**config.mk**
```make
export PLATFORM = sky130hd
export DESIGN_NAME = encoder_frame_to_angle_telemetry
export DESIGN_NICKNAME = d
export VERILOG_FILES = /design/src/rtl/core/efta_pkg.sv /design/src/rtl/core/efta_front.sv /design/src/rtl/core/efta_queue.sv /design/src/rtl/core/efta_back.sv /design/src/rtl/core/encoder_frame_to_angle_telemetry.sv
export SDC_FILE = /design/constraint.sdc
export NUM_CORES = 2
export LEC_CHECK = 0
export BUFFER_PORTS_ARGS = -buffer_cell sky130_fd_sc_hd__buf_2
export CAP_MARGIN = 10
export CORE_MARGIN = 10
export CORE_UTILIZATION = 35
export CTS_CLUSTER_DIAMETER = 80
export CTS_CLUSTER_SIZE = 28
export DETAILED_ROUTE_END_ITERATION = 10
export HOLD_SLACK_MARGIN = 0.05
export PLACE_DENSITY_LB_ADDON = 0.12
export SYNTH_ARGS = -nofsm -noshare
export SYNTH_HDL_FRONTEND = slang
export SYNTH_SLANG_ARGS = --single-unit
```
**constraint.sdc**
```tcl
create_clock -name clk -period 8.8 [get_ports clk]
set_clock_uncertainty 0.15 [all_clocks]
set_input_delay 0 -clock clk [delete_from_list [all_inputs] [get_ports clk]]
set_output_delay 0 -clock clk [all_outputs]
set_load 0.02 [all_outputs]
```
**src/rtl/core/efta_pkg.sv**
```systemverilog
`default_nettype none

package efta_pkg;

  // Defaults for the top-level parameters.
  localparam int ENCODER_COUNT_DEF = 4;
  localparam int FRAME_BYTES_DEF   = 30;

  // Fixed layout of the telemetry frame and the encoder table.
  localparam int SLOT_COUNT  = 4;
  localparam int SLOT_BITS   = 2;
  localparam int QUEUE_DEPTH = 2;

  // Configuration reset value.
  localparam logic [4:0] RES_RESET = 5'd18;

  // Header bytes that follow the encoder id in a position message.
  localparam logic [7:0] MSG_B1 = 8'h03;
  localparam logic [7:0] MSG_B2 = 8'h04;
  localparam logic [7:0] MSG_B3 = 8'h00;

  // Hundredths of a degree per revolution, and the largest storable angle.
  localparam logic [15:0] DEG_SCALE = 16'd36000;
  localparam logic [21:0] ANGLE_MAX = 22'h3fffff;

  // Reciprocals of 100 for exact division of 22-bit and 16-bit values.
  localparam logic [22:0] RECIP_A = 23'd5368710;
  localparam int          SHIFT_A = 29;
  localparam logic [16:0] RECIP_B = 17'd83887;
  localparam int          SHIFT_B = 23;

  // Fixed frame bytes.
  localparam logic [7:0] HEAD0 = 8'hff;
  localparam logic [7:0] HEAD1 = 8'h00;
  localparam logic [7:0] HEAD2 = 8'hee;
  localparam logic [7:0] TAIL0 = 8'hab;
  localparam logic [7:0] TAIL1 = 8'hff;
  localparam logic [7:0] TAIL2 = 8'hcd;

  typedef struct packed {
    logic       func;
    logic [7:0] rx_byte;
  } item_t;

  typedef struct packed {
    logic [7:0] tx_byte;
    logic       frame_last;
  } result_t;

  // Angle split into the three frame bytes of one encoder.
  typedef struct packed {
    logic [7:0] hi;
    logic [7:0] mid;
    logic [7:0] lo;
  } digits_t;

  typedef digits_t [SLOT_COUNT-1:0] snap_t;

  // One frame snapshot moving through the queue.
  typedef struct packed {
    logic  valid;
    snap_t snap;
  } link_t;

  // Status of the frame emitter.
  typedef struct packed {
    logic active;
    logic take;
  } back_stat_t;

  function automatic logic [7:0] slot_marker(input logic [SLOT_BITS-1:0] k);
    logic [7:0] m;
    unique case (k)
      2'd0: m = 8'haa;
      2'd1: m = 8'hbb;
      2'd2: m = 8'hcc;
      2'd3: m = 8'hdd;
      default: m = 8'h00;
    endcase
    return m;
  endfunction

endpackage

`default_nettype wire

```
**src/rtl/core/efta_front.sv**
```systemverilog
`default_nettype none

module efta_front #(
  parameter int ENCODER_COUNT = efta_pkg::ENCODER_COUNT_DEF
) (
  input  wire logic           clk,
  input  wire logic           rst,
  input  wire logic           cfg_we,
  input  wire logic [4:0]     cfg_data,
  input  wire logic           push,
  input  wire efta_pkg::item_t item,
  output logic                full,
  input  wire logic           q_full,
  output efta_pkg::link_t     snap_out
);

  logic [7:0] win [6];
  logic [4:0] res;

  logic       stall;
  logic       accept;
  logic       match;
  logic       enter;
  logic [23:0] count;

  // Pipeline stage registers.
  logic        a_valid, a_send;
  logic [1:0]  a_id;
  logic [39:0] a_prod;
  logic        b_valid, b_send;
  logic [1:0]  b_id;
  logic [21:0] b_ang;
  logic        c_valid, c_send;
  logic [1:0]  c_id;
  logic [21:0] c_ang;
  logic [15:0] c_q;
  logic        d_valid, d_send;
  logic [1:0]  d_id;
  logic [15:0] d_q;
  logic [8:0]  d_q2;
  logic [7:0]  d_lo;

  logic [39:0] shifted;
  logic [21:0] angle;
  logic [44:0] prod_a;
  logic [32:0] prod_b;
  logic [21:0] lo_full;
  logic [15:0] mid_full;

  efta_pkg::digits_t store [efta_pkg::SLOT_COUNT];

  // The whole pipeline holds only while a send waits for queue space.
  assign stall  = d_valid && d_send && q_full;
  assign full   = stall;
  assign accept = push && !stall;

  // Position message: id, three header bytes, then the 24-bit count.
  assign match = (win[0] >= 8'd1) && (win[0] <= 8'(ENCODER_COUNT)) &&
                 (win[1] == efta_pkg::MSG_B1) && (win[2] == efta_pkg::MSG_B2) &&
                 (win[3] == efta_pkg::MSG_B3);
  assign count = {win[4], win[5], item.rx_byte};
  assign enter = accept && (item.func || match);

  // Scale the count and saturate to the 22-bit angle.
  assign shifted = a_prod >> res;
  assign angle   = (|shifted[39:22]) ? efta_pkg::ANGLE_MAX : shifted[21:0];

  // Split the angle into base-100 digits by reciprocal multiplication.
  assign prod_a   = 45'(b_ang) * 45'(efta_pkg::RECIP_A);
  assign prod_b   = 33'(c_q) * 33'(efta_pkg::RECIP_B);
  assign lo_full  = c_ang - 22'(c_q) * 22'd100;
  assign mid_full = d_q - 16'(d_q2) * 16'd100;

  // Configuration register and receive window.
  always_ff @(posedge clk) begin
    if (rst) begin
      res <= efta_pkg::RES_RESET;
      for (int i = 0; i < 6; i++) begin
        win[i] <= 8'h00;
      end
    end else begin
      if (cfg_we) begin
        res <= cfg_data;
      end
      if (accept && !item.func) begin
        for (int i = 0; i < 5; i++) begin
          win[i] <= win[i+1];
        end
        win[5] <= item.rx_byte;
      end
    end
  end

  // Pipeline valid bits.
  always_ff @(posedge clk) begin
    if (rst) begin
      a_valid <= 1'b0;
      b_valid <= 1'b0;
      c_valid <= 1'b0;
      d_valid <= 1'b0;
    end else if (!stall) begin
      a_valid <= enter;
      b_valid <= a_valid;
      c_valid <= b_valid;
      d_valid <= c_valid;
    end
  end

  // Pipeline payload.
  always_ff @(posedge clk) begin
    if (!stall) begin
      a_send <= item.func;
      a_id   <= 2'(win[0] - 8'd1);
      a_prod <= 40'(count) * 40'(efta_pkg::DEG_SCALE);
      b_send <= a_send;
      b_id   <= a_id;
      b_ang  <= angle;
      c_send <= b_send;
      c_id   <= b_id;
      c_ang  <= b_ang;
      c_q    <= prod_a[efta_pkg::SHIFT_A +: 16];
      d_send <= c_send;
      d_id   <= c_id;
      d_q    <= c_q;
      d_q2   <= prod_b[efta_pkg::SHIFT_B +: 9];
      d_lo   <= lo_full[7:0];
    end
  end

  // Digit store per encoder; a finished angle lands here.
  always_ff @(posedge clk) begin
    if (rst) begin
      for (int i = 0; i < efta_pkg::SLOT_COUNT; i++) begin
        store[i] <= '0;
      end
    end else if (d_valid && !d_send) begin
      store[d_id] <= '{hi: d_q2[7:0], mid: mid_full[7:0], lo: d_lo};
    end
  end

  // A send at the end of the pipeline copies the store into the queue.
  always_comb begin
    snap_out.valid = d_valid && d_send && !q_full;
    for (int i = 0; i < efta_pkg::SLOT_COUNT; i++) begin
      snap_out.snap[i] = store[i];
    end
  end

endmodule

`default_nettype wire

```
**src/rtl/core/efta_queue.sv**
```systemverilog
`default_nettype none

module efta_queue (
  input  wire logic            clk,
  input  wire logic            rst,
  input  wire efta_pkg::link_t in_link,
  output logic                 full,
  output efta_pkg::link_t      head,
  input  wire logic            take
);

  localparam int PW = $clog2(efta_pkg::QUEUE_DEPTH);
  localparam int CW = $clog2(efta_pkg::QUEUE_DEPTH + 1);

  efta_pkg::snap_t ent [efta_pkg::QUEUE_DEPTH];
  logic [PW-1:0] wr_ptr;
  logic [PW-1:0] rd_ptr;
  logic [CW-1:0] fill;
  logic          do_push;
  logic          do_pop;

  assign full       = (fill == CW'(efta_pkg::QUEUE_DEPTH));
  assign do_push    = in_link.valid && !full;
  assign do_pop     = take && (fill != '0);
  assign head.valid = (fill != '0);
  assign head.snap  = ent[rd_ptr];

  // Pointers and fill level.
  always_ff @(posedge clk) begin
    if (rst) begin
      wr_ptr <= '0;
      rd_ptr <= '0;
      fill   <= '0;
    end else begin
      if (do_push) begin
        wr_ptr <= (wr_ptr == PW'(efta_pkg::QUEUE_DEPTH - 1)) ? '0 : wr_ptr + 1'b1;
      end
      if (do_pop) begin
        rd_ptr <= (rd_ptr == PW'(efta_pkg::QUEUE_DEPTH - 1)) ? '0 : rd_ptr + 1'b1;
      end
      unique case ({do_push, do_pop})
        2'b10:   fill <= fill + 1'b1;
        2'b01:   fill <= fill - 1'b1;
        default: fill <= fill;
      endcase
    end
  end

  // Entry storage.
  always_ff @(posedge clk) begin
    if (do_push) begin
      ent[wr_ptr] <= in_link.snap;
    end
  end

endmodule

`default_nettype wire

```
**src/rtl/core/efta_back.sv**
```systemverilog
`default_nettype none

module efta_back #(
  parameter int FRAME_BYTES = efta_pkg::FRAME_BYTES_DEF
) (
  input  wire logic            clk,
  input  wire logic            rst,
  input  wire efta_pkg::link_t head,
  output efta_pkg::back_stat_t stat,
  output logic                 empty,
  input  wire logic            pop,
  output efta_pkg::result_t    result
);

  localparam int IW = $clog2(FRAME_BYTES);

  logic              active;
  logic [IW-1:0]     idx;
  efta_pkg::snap_t   snap;
  logic              out_valid;
  logic              slot_free;
  logic              take;
  logic              emit;
  logic              last;
  logic [IW-1:0]     rel;
  logic [7:0]        fbyte;
  efta_pkg::digits_t dg;

  assign slot_free = !out_valid || pop;
  assign take      = !active && head.valid;
  assign emit      = active && slot_free;
  assign last      = (idx == IW'(FRAME_BYTES - 1));
  assign empty     = !out_valid;
  assign stat      = '{active: active, take: take};

  // Frame byte at the current index.
  assign rel = idx - IW'(3);
  assign dg  = snap[rel[3:2]];
  always_comb begin
    fbyte = 8'h00;
    if (idx == IW'(0)) begin
      fbyte = efta_pkg::HEAD0;
    end else if (idx == IW'(1)) begin
      fbyte = efta_pkg::HEAD1;
    end else if (idx == IW'(2)) begin
      fbyte = efta_pkg::HEAD2;
    end else if (idx <= IW'(18)) begin
      unique case (rel[1:0])
        2'd0:    fbyte = efta_pkg::slot_marker(rel[3:2]);
        2'd1:    fbyte = dg.hi;
        2'd2:    fbyte = dg.mid;
        default: fbyte = dg.lo;
      endcase
    end else if (idx == IW'(19)) begin
      fbyte = efta_pkg::TAIL0;
    end else if (idx == IW'(20)) begin
      fbyte = efta_pkg::TAIL1;
    end else if (idx == IW'(21)) begin
      fbyte = efta_pkg::TAIL2;
    end
  end

  // Emitter control and output word valid.
  always_ff @(posedge clk) begin
    if (rst) begin
      active    <= 1'b0;
      idx       <= '0;
      out_valid <= 1'b0;
    end else begin
      if (take) begin
        active <= 1'b1;
        idx    <= '0;
      end
      if (emit) begin
        out_valid <= 1'b1;
        idx       <= idx + 1'b1;
        if (last) begin
          active <= 1'b0;
        end
      end else if (pop) begin
        out_valid <= 1'b0;
      end
    end
  end

  // Snapshot and output word payload.
  always_ff @(posedge clk) begin
    if (take) begin
      snap <= head.snap;
    end
    if (emit) begin
      result <= '{tx_byte: fbyte, frame_last: last};
    end
  end

endmodule

`default_nettype wire

```
**src/rtl/core/encoder_frame_to_angle_telemetry.sv**
```systemverilog
`default_nettype none

// Encoder position decoder with telemetry frame output. Each input word is
// either a received serial byte or a send request, and one word is taken
// every cycle unless full is high. Position messages (id 1..ENCODER_COUNT,
// 0x03 0x04 0x00, then a 24-bit count) are found in the byte stream and turned
// into an angle in hundredths of a degree by a four-stage pipeline (scale,
// shift and saturate, two reciprocal-multiply digit steps); a send request
// travels the same pipeline, so a frame reflects every message received
// before it. A frame snapshot then waits in a two-entry queue while the
// emitter drives FRAME_BYTES result words, one per cycle when pop is held,
// and takes the next snapshot only once the last word of a frame is out.
// full rises only when both queue entries are taken and a further send
// request has reached the end of the pipeline. No clearing pass follows
// reset. The shift res is written through cfg_we and cfg_data and applies
// to every message that has not yet passed the shift and saturate stage.
module encoder_frame_to_angle_telemetry #(
  parameter int ENCODER_COUNT = efta_pkg::ENCODER_COUNT_DEF,
  parameter int FRAME_BYTES   = efta_pkg::FRAME_BYTES_DEF
) (
  input  wire logic              clk,
  input  wire logic              rst,
  input  wire logic              cfg_we,
  input  wire logic [4:0]        cfg_data,
  input  wire logic              push,
  input  wire efta_pkg::item_t   item,
  output logic                   full,
  output logic                   empty,
  input  wire logic              pop,
  output efta_pkg::result_t      result
);

  efta_pkg::link_t      q_in;
  efta_pkg::link_t      q_head;
  logic                 q_full;
  efta_pkg::back_stat_t b_stat;

  // Stream matching and angle math.
  efta_front #(
    .ENCODER_COUNT(ENCODER_COUNT)
  ) u_front (
    .clk      (clk),
    .rst      (rst),
    .cfg_we   (cfg_we),
    .cfg_data (cfg_data),
    .push     (push),
    .item     (item),
    .full     (full),
    .q_full   (q_full),
    .snap_out (q_in)
  );

  // Frame snapshots waiting for the emitter.
  efta_queue u_queue (
    .clk     (clk),
    .rst     (rst),
    .in_link (q_in),
    .full    (q_full),
    .head    (q_head),
    .take    (b_stat.take)
  );

  // Frame emitter.
  efta_back #(
    .FRAME_BYTES(FRAME_BYTES)
  ) u_back (
    .clk    (clk),
    .rst    (rst),
    .head   (q_head),
    .stat   (b_stat),
    .empty  (empty),
    .pop    (pop),
    .result (result)
  );

`ifndef SYNTHESIS
  // The front stalls only for lack of queue space.
  a_full_needs_queue_full: assert property (@(posedge clk) disable iff (rst)
    full |-> q_full)
    else $error("front stalled while the queue had space");

  // The emitter never takes from an empty queue.
  a_take_nonempty: assert property (@(posedge clk) disable iff (rst)
    b_stat.take |-> q_head.valid)
    else $error("emitter took from an empty queue");

  // A snapshot take always starts a frame; take itself requires an idle emitter.
  a_take_when_idle: assert property (@(posedge clk) disable iff (rst)
    b_stat.take |=> b_stat.active)
    else $error("emitter did not start after taking a snapshot");
`endif

endmodule

`default_nettype wire
```
==> summary.md <==
| Metric | Value |
|---|---|
| CP max stage delay | 0.64 ns |
| CTS Sinks | 578 |
| Routed Wire Length | 97300 microns |
| Pins Over Slew Limit | 0 |
| Worst slew pin tran | 1.13 ns |
| Final TNS setup | 0 ns |
| Hold Path Depth | 3 |
| Final Cycle Share | 0.824 |
| Die area | 131000 sq um |
| Final WS setup | 1.55 ns |
| Core box area | 116000 sq um |
| Max cap viols | 0 |
| Drt drc | 0 |
| DP Area | 42900 sq um |
| Share of synthesized registers carrying an async set or reset | 0 |
| GRT Overall Usage | 0.151 |
| # resized after CTS | 0 |
| CTS Buf Count | 42 |
| Main synth FF type | edfxtp_1 |
| Initial Utilization | 0.352 |
| Post-CTS setup buffers | 0 |
| Required time of the critical path | 8.97 ns |
| Routed vias | 23400 |
| Fmax | 138 MHz |
| Count leader, synth | inv_1 |
| Status | complete, no violations |
| Synth cell types | 67 |
| FF-to-FF End | u_front.c_q[14] |
| Syn avg cell area | 12.7 sq um |
| Hold Crit Start | rst |
| Largest net degree at the start of global routing | 75 |
| Most frequent cells after synthesis | 585 x inv_1, 558 x edfxtp_1, 532 x ha_1 |
| H-tree levels | 2 |
| CTS root buf | clkbuf_16 |
| Synth top area share | 0.410 |
| CP Cell Sequence | ha_1 > inv_1 > fa_1 > fa_1 > inv_1 > fa_1 > fa_1 > fa_1 > inv_1 > fa_1 > inv_1 > ha_1 > nand3_1 > nor4_1 > o311ai_0 > a211o_1 > a211o_1 > a211o_1 > o311ai_0 |
| FF+latch count, synth | 578 |
| R2R Path Start | u_front.b_ang[13] |
| Die W | 362 microns |
| CTS max path bufs | 3 |
| Clk_lat worst skew | 0.64 ns |
| Ratio of cells with drive above 1 in the final layout | 0.0896 |
| DIE HEIGHT | 362 microns |
| Number of I/O pins | 30 |
| Hold Path Sink | u_queue.rd_ptr |
| Gr ovfl total | 0 |
| Ys Warns | 0 |
| Unrepaired setup endpoints after global routing | no |
| Most common cell on crit path | fa_1 |
| Placer Congestion | 0.896 |
| Post-Place Worst Slack | 1.53 ns |
| Port buffer count | 29 |
| Post-Syn Area | 40900 sq um |
| Vias in the first global route | 25700 |
| CP arrival | 7.42 ns |
| Clk slew on worst S/H paths | 0.09 ns |
| DR iter-0 viols | 1272 |
| Hold Path Class | in -> reg |
| # setup viols final | 0 |
| Cell Rows | 125 |
| DR vias/cell | 4.85 |
| Slew Limit Headroom | 0.248 |
| Fin. Hold Viols | 0 |
| Critical path peak fanout | 8 |
| Layout Nets | 4160 |
| Initial antenna violation count | 1 |
| CTS tree | built |
| Avg WL per Cell | 20.2 microns |
| ANT nets after route | 0 |
| Ant. Diodes | 0 |
| Syn nets | 4100 |
| Critical Path End Type | register |
| DRT Pass-1 Iters | 5 |
| Final Cell Area | 44700 sq um |
| Worst setup SP type | register |
| First-pass GRT wire length | 153000 microns |
| R2R depth | 19 |
| DP HPWL | 74300 microns |
| R2r setup slk | 1.55 ns |
| Sequential share of the synthesized area | 0.420 |
| Setup CP Type | reg -> reg |
| Area Overhead vs Synth | 9.45% |
| Syn Inst Count | 3216 |
| Cell taking the most area after synthesis | edfxtp_1 |
| Min Tclk post-route | 7.25 ns |
| EDFF count, synth | 558 |
| Top cells by area, synth | edfxtp_1 41%, fa_1 16%, ha_1 16% |
| Slowest cell on crit path | edfxtp_1 |
## layer usage
layer  routed length, microns  global-route usage
met5                        0                   0
met4                     1640              0.0319
met3                     2500              0.0145
met2                    48400               0.265
met1                    44800               0.200
## metrics by stage
step	util	hold slack [ns]	std cells
floorplan	-	-0.0556	3216
global placement	0.369	0.0616	4719
detailed placement	0.369	0.0682	4719
CTS	0.386	0.0503	4829
global route	0.386	0.0712	4829
finish	0.386	0.0894	4829
## layout make-up
type | instances | area [sq um]
Fill cell | 11200 | 71300
Timing Repair Buffer | 87 | 673
Tap cell | 1524 | 1910
Clock inverter | 29 | 440
Multi-Input combinational cell | 1981 | 21300
Inverter | 586 | 2200
Sequential cell | 578 | 17200
Clock buffer | 44 | 1060
## worst max-delay path: cells and delay by family (launching register included)
kind,cells,cell delay (ns)
AND/OR/NAND/NOR,2,0.34
adder cells (fa/ha/maj),8,3.92
AO/OA/AOI/OAI,5,1.63
flip-flops,1,0.64
buffers and inverters,4,0.26
## how the worst max path moves through the flow
stage                                    to  cells after the start              start
after floorplan           u_front.win[0][0]                      5    u_queue.fill[0]
after global placement      u_front.c_q[14]                     19  u_front.b_ang[13]
after detailed placement    u_front.c_q[14]                     19  u_front.b_ang[13]
after CTS                   u_front.c_q[14]                     19  u_front.b_ang[13]
after global routing        u_front.c_q[14]                     19  u_front.b_ang[13]
final                       u_front.c_q[14]                     19  u_front.b_ang[13]
## placed cells by master (no fill, tap or decap), drive strengths merged, types with 10 or more instances in the layout
cell,synthesis,final
mux4,39,39
fa,333,333
nand3,22,22
buf,16,50
dfxtp,20,20
edfxtp,558,558
clkbuf,55,44
xnor2,52,52
a21o,33,33
o211ai,11,11
a22oi,17,17
inv,585,605
and2,116,116
ha,532,532
a211oi,12,12
nand2,114,114
nor2b,17,17
nand2b,20,20
mux2i,33,33
a21oi,133,133
o21bai,13,13
xor2,26,26
mux2,107,107
nor3,29,29
dlygate4sd3,0,37
nor2,103,103
or2,10,10
o21ai,83,83
## flip-flops by register name, indices dropped and copies added, names as in the netlist, 9 cells and up
register	flops
u_front.store	96
u_front.c_q	16
u_front.a_prod	35
u_back.result	9
u_front.win	48
u_back.snap	96
u_queue.ent	192
u_front.b_ang	22
## repair_timing
item,CTS,global route
endpoints found under the setup margin,0,0
hold buffers,37,0
endpoints found under the hold margin,44,0
## cell families after synthesis
group,Yosys count,synth area share
flip-flops,578,0.420
multiplexers,179,0.0590
adder cells (fa/ha/maj),865,0.326
AO/OA/AOI/OAI,381,0.0583
buffers and inverters,657,0.0612
AND/OR/NAND/NOR,478,0.0592
XOR/XNOR,78,0.0167
Power is not shown: default switching activity piles up to over one toggle a cycle in this logic, so the estimate is an artifact.
